`config.mk`:
```
export PLATFORM = sky130hd
export DESIGN_NAME = acesfm_curve
export DESIGN_NICKNAME = d
export VERILOG_FILES = /design/src/hw/rtl/acesfm_pkg.sv /design/src/hw/rtl/acesfm_curve.sv
export SDC_FILE = /design/constraint.sdc
export NUM_CORES = 2
export LEC_CHECK = 0
export BUFFER_PORTS_ARGS = -buffer_cell sky130_fd_sc_hd__buf_2
export CAP_MARGIN = 20
export CORE_UTILIZATION = 48
export DETAILED_ROUTE_END_ITERATION = 8
export HOLD_SLACK_MARGIN = 0.1
export PLACE_DENSITY = 0.69
export SLEW_MARGIN = 40
export SYNTH_ARGS = -nofsm -noshare
export SYNTH_HDL_FRONTEND = slang
export SYNTH_SLANG_ARGS = --single-unit
```
`constraint.sdc`:
```
create_clock -name clk -period 18.6 [get_ports clk]
set_input_delay 3.72 -clock clk [delete_from_list [all_inputs] [get_ports clk]]
set_output_delay 3.72 -clock clk [all_outputs]
set_load 0.005 [all_outputs]
```
`src/hw/rtl/acesfm_pkg.sv`:
```
// ----------------------------------------------------------------------------
// ACES filmic tone map - shared package
// Field widths, curve coefficients and pipeline depth figures.
// ----------------------------------------------------------------------------
`timescale 1ns / 1ps

package acesfm_pkg;

	// Pixel channel widths
	localparam int CH_W  = 24;
	localparam int OUT_W = 17;
	localparam int IN_TDATA_W  = 72;
	localparam int OUT_TDATA_W = 56;

	// Default number of fraction bits on the input channels
	localparam int DEF_FRAC_BITS = 16;

	// Output code for 1.0 in Q1.16
	localparam logic [OUT_W-1:0] OUT_ONE = OUT_W'(65536);

	// Curve coefficients, scaled by 100
	localparam int unsigned C_NUM_SQ  = 251;
	localparam int unsigned C_NUM_LIN = 3;
	localparam int unsigned C_DEN_SQ  = 243;
	localparam int unsigned C_DEN_LIN = 59;
	localparam int unsigned C_DEN_K   = 14;

	// Divider shape: quotient bits and bits resolved per stage
	localparam int QUO_BITS   = 16;
	localparam int BITS_PER_STAGE = 2;
	localparam int DIV_STEPS  = QUO_BITS / BITS_PER_STAGE;

	// Stage counts
	localparam int CURVE_STAGES = 3;
	localparam int DIV_STAGES   = DIV_STEPS + 2;
	localparam int LATENCY      = CURVE_STAGES + DIV_STAGES;

endpackage

```
`src/hw/rtl/acesfm_curve.sv`:
```
// ----------------------------------------------------------------------------
// ACES filmic tone map - curve terms
// Builds numerator and denominator of the rational curve for one channel.
// ----------------------------------------------------------------------------
`timescale 1ns / 1ps

module acesfm_curve
	import acesfm_pkg::*;
#(
	parameter int FRAC_BITS = DEF_FRAC_BITS,
	parameter int DW        = 57
) (
	input  logic            clk,
	input  logic            en,
	input  logic [CH_W-1:0] x,
	output logic [DW-1:0]   num,
	output logic [DW-1:0]   den
);

	localparam logic [DW-1:0] DEN_K = DW'(C_DEN_K) << (2 * FRAC_BITS);

	logic [2*CH_W-1:0] xx_s1;
	logic [DW-1:0]     xs_s1;
	logic [DW-1:0]     nsq_s2, nlin_s2, dsq_s2, dlin_s2;
	logic [DW-1:0]     num_s3, den_s3;

	// square and scaled linear term
	always_ff @(posedge clk) begin
		if (en) begin
			xx_s1 <= (2*CH_W)'(x) * (2*CH_W)'(x);
			xs_s1 <= DW'(x) << FRAC_BITS;
		end
	end

	// constant weights
	always_ff @(posedge clk) begin
		if (en) begin
			nsq_s2  <= DW'(xx_s1) * DW'(C_NUM_SQ);
			nlin_s2 <= xs_s1 * DW'(C_NUM_LIN);
			dsq_s2  <= DW'(xx_s1) * DW'(C_DEN_SQ);
			dlin_s2 <= xs_s1 * DW'(C_DEN_LIN);
		end
	end

	// sums
	always_ff @(posedge clk) begin
		if (en) begin
			num_s3 <= nsq_s2 + nlin_s2;
			den_s3 <= dsq_s2 + dlin_s2 + DEN_K;
		end
	end

	assign num = num_s3;
	assign den = den_s3;

endmodule

```
==> impl_metrics.toml <==
[route]
drc = 0
dr_total_vias = 32600
drt_iter0_markers = 2092
wl_per_cell_um = 17.5
via_count_normalized_by_instance_count = 5.19
drtAntennaViolNets = 0
drt_pre_antenna_iters = 6
drt-total-wl_mm = 110

[final_layout]
fillerInstances = 9066
seq_area_mm2 = 0.0102
nets = 6261
area_added_between_synthesis_and_finish_pct = 6.99
mostFrequentLayoutCell = "sky130_fd_sc_hd__inv_1"
most-common-layout-cells = "sky130_fd_sc_hd__inv_1, sky130_fd_sc_hd__fa_1, sky130_fd_sc_hd__ha_1"
drive_above_1_share_pct = 4.89
antenna-diode-count = 0
multi_input_area_mm2 = 0.0345

[synthesis]
synth_async_sr_flop_share_pct = 0
ys_dominant_reg_cell = "sky130_fd_sc_hd__edfxtp_1"
synth.cell_area_mm2 = 0.0495
cells_taking_the_most_area_after_synthesis = "sky130_fd_sc_hd__fa_1, sky130_fd_sc_hd__edfxtp_1, sky130_fd_sc_hd__ha_1"
synth_warnings = 0
post_synth_inst_count = 4786
synth_area_per_cell_um2 = 10.3
synth_largest_area_cell = "sky130_fd_sc_hd__fa_1"
number_of_flops_mapped_to_enable_cells_by_yosys = 340
post_synthesis_sequential_element_count = 340
yosys.cell_types.count = 79
seq_area_frac_synth_pct = 20.6
synthDominantCellAreaShare_pct = 34.1

[grt]
grt_pass1_wl_mm = 179
first_global_vias = 34400
grt_start_max_net_pins = 155
grt_util_all_layers_pct = 21.7
antenna_found_initial = 0
overflow = 0

[floorplan]
initial_cell_density_of_the_core_pct = 48.5
coreArea_mm2 = 0.102
die_w_um = 323
io_pins = 140
dieArea_mm2 = 0.104
fp.dieH_um = 323
placementRows = 117

[worst_setup_path]
worstPathRequired_ns = 18.94
type_of_element_launching_the_critical_path = "primary input"
r2r_start = "xx_s1[0]"
cpLargestDelayFamily = "adder cells"
critPathArrivalTime_ns = 11.02
cp_max_delay_cell = "sky130_fd_sc_hd__a2111oi_0"
path_type_of_the_worst_setup_path = "primary input to flop"
worst_path_largest_cell_delay_ns = 0.73
ff2ff_path_depth = 17
worst_setup_path_end_kind = "flop"
destination_of_the_worst_register_to_register_timing_path = "dsq_s2[49]"
critical-path-top-cell-by-count = "sky130_fd_sc_hd__fa_1"
critPathMaxFanout = 25
critical_path.n_buffers_inverters = 6
path_cells = "buf_2 -> nand2_1 -> fa_1 -> inv_1 -> fa_1 -> inv_1 -> fa_1 -> fa_1 -> inv_1 -> fa_1 -> fa_1 -> inv_1 -> fa_1 -> inv_1 -> ha_1 -> and4_1 -> nand2_1 -> a211oi_1 -> o211ai_2 -> a2111oi_0 -> or3_1 -> a221o_1 -> a31oi_1 -> xnor2_1"
reg2reg_slack_ns = 12.19
startpoint = "x[17]"

[clocking]
post_cts.resized_instances = 0
cts.sinks = 340
cts.root.buffer_cell = "sky130_fd_sc_hd__clkbuf_16"
cts.path.max_buffers = 3
post_cts_buffers = 0
cts.clk_slew.worst_paths_ns = 0.07
cts_made_buffers = 40
clock_latency_at_the_later_pin_of_the_worst_skew_pair_ns = 0.61
cts-hold-fix-buffers = 0
tritoncts_clock_tree = "built"
cts-htree-levels = 2

[placed_design]
gp_routability_congestion = 0.909
place_hpwl_mm = 91.1
port_buffers = 139

[hold_path]
min_to = "den[12]"
hold_depth = 0
worst_hold_path_type = "flop to flop"
hold_path_startpoint = "dsq_s2[12]"

[timing]
timing.final.max_slew_violations = 0
fin_crit_ns = 10.68
worst_clock_skew_ns = 0.0203
timing_worst_slew_pin_value_ns = 0.868
setup_total_negative_slack_ns = 0
fmaxAchievable_mhz = 93.6
hold_viol_final = 0
setup_viol = 0
timing.slew.headroom_pct = 42.1
rsz0062_at_grt = "false"
final_min_period_over_clock_period_pct = 57.4

[status]
outcome = "completed"

[run]
maxCapViolCount = 0
## synthesized netlist by cell type, types with 8 or more instances
cell type,instances
sky130_fd_sc_hd__xnor2_1,179
sky130_fd_sc_hd__o31a_1,8
sky130_fd_sc_hd__a31oi_1,31
sky130_fd_sc_hd__nor2b_1,37
sky130_fd_sc_hd__fa_1,843
sky130_fd_sc_hd__a211oi_1,21
sky130_fd_sc_hd__or3_1,11
sky130_fd_sc_hd__a21oi_1,252
sky130_fd_sc_hd__or2_2,8
sky130_fd_sc_hd__clkbuf_1,95
sky130_fd_sc_hd__ha_1,514
sky130_fd_sc_hd__and3_1,44
sky130_fd_sc_hd__o21a_1,31
sky130_fd_sc_hd__o31ai_1,8
sky130_fd_sc_hd__nand3_1,49
sky130_fd_sc_hd__and4_1,8
sky130_fd_sc_hd__and2_1,120
sky130_fd_sc_hd__nand4_1,37
sky130_fd_sc_hd__nand2_1,279
sky130_fd_sc_hd__nor2_1,131
sky130_fd_sc_hd__edfxtp_1,340
sky130_fd_sc_hd__o21bai_1,34
sky130_fd_sc_hd__nor3_1,28
sky130_fd_sc_hd__o21ai_0,123
sky130_fd_sc_hd__a31o_2,8
sky130_fd_sc_hd__nor4_1,8
sky130_fd_sc_hd__a21o_1,132
sky130_fd_sc_hd__xor2_1,89
sky130_fd_sc_hd__nand2b_1,28
sky130_fd_sc_hd__a221o_1,11
sky130_fd_sc_hd__inv_1,1163
## how the worst max path moves through the flow
| stage | slack, ns | depth (start not counted) | end |
|---|---|---|---|
| global placement | 7.42 | 26 | xx_s1[46] |
| floorplan | 8.08 | 26 | xx_s1[46] |
| CTS | 7.97 | 25 | xx_s1[40] |
| detailed placement | 7.37 | 25 | xx_s1[40] |
| finish | 7.92 | 24 | xx_s1[46] |
| global route | 7.52 | 25 | xx_s1[40] |
## cell type report
type | instances | share of cell area (%)
multi-input cells | 3189 | 65.2
flip-flops and latches | 340 | 19.3
inverters | 1163 | 8.25
well taps | 1368 | 3.23
clock buffers | 46 | 1.93
repair buffers | 144 | 1.51
clock inverters | 24 | 0.553
## metal layers
metal,global-route usage (%),routed length (um),vias to the layer above
met2,35.9,51600,813
met3,3.23,6640,121
met4,4.29,1980,0
met1,30.4,49800,16200
li1,-,-,15500
met5,0,0,-
## sequential cells by signal, indices dropped and copies added, names as in the netlist
| signal | cells |
|---|---|
| dlin_s2 | 29 |
| xx_s1 | 47 |
| den | 54 |
| num | 56 |
| nlin_s2 | 23 |
| nsq_s2 | 53 |
| dsq_s2 | 55 |
| xs_s1 | 23 |
## per-stage QoR
step	setup WS [ns]	hold WS, ns	cells	utilization, %	area, um2
finish	7.92	0.414	6274	51.9	52900
global route	7.52	0.421	6274	51.9	52900
CTS	7.97	0.411	6272	51.9	52900
detailed placement	7.37	0.406	6202	50.6	51500
global placement	7.42	0.401	6202	50.6	51500
floorplan	8.08	0.400	4791	-	49500
## logic make-up (layout without fill, tap and decap cells)
family	after synthesis	after routing	share of synthesized area [%]
fa+ha+maj	1357	1357	47.1
buf+inv	1262	1377	9.61
simple gates	807	807	8.06
compound gates	747	747	9.72
flops	340	340	20.6
xor+xnor	268	268	4.75
mux	4	4	0.0860
other cells	1	6	0.00758
Power is not shown: default switching activity piles up to over one toggle a cycle in this logic, so the estimate is an artifact.
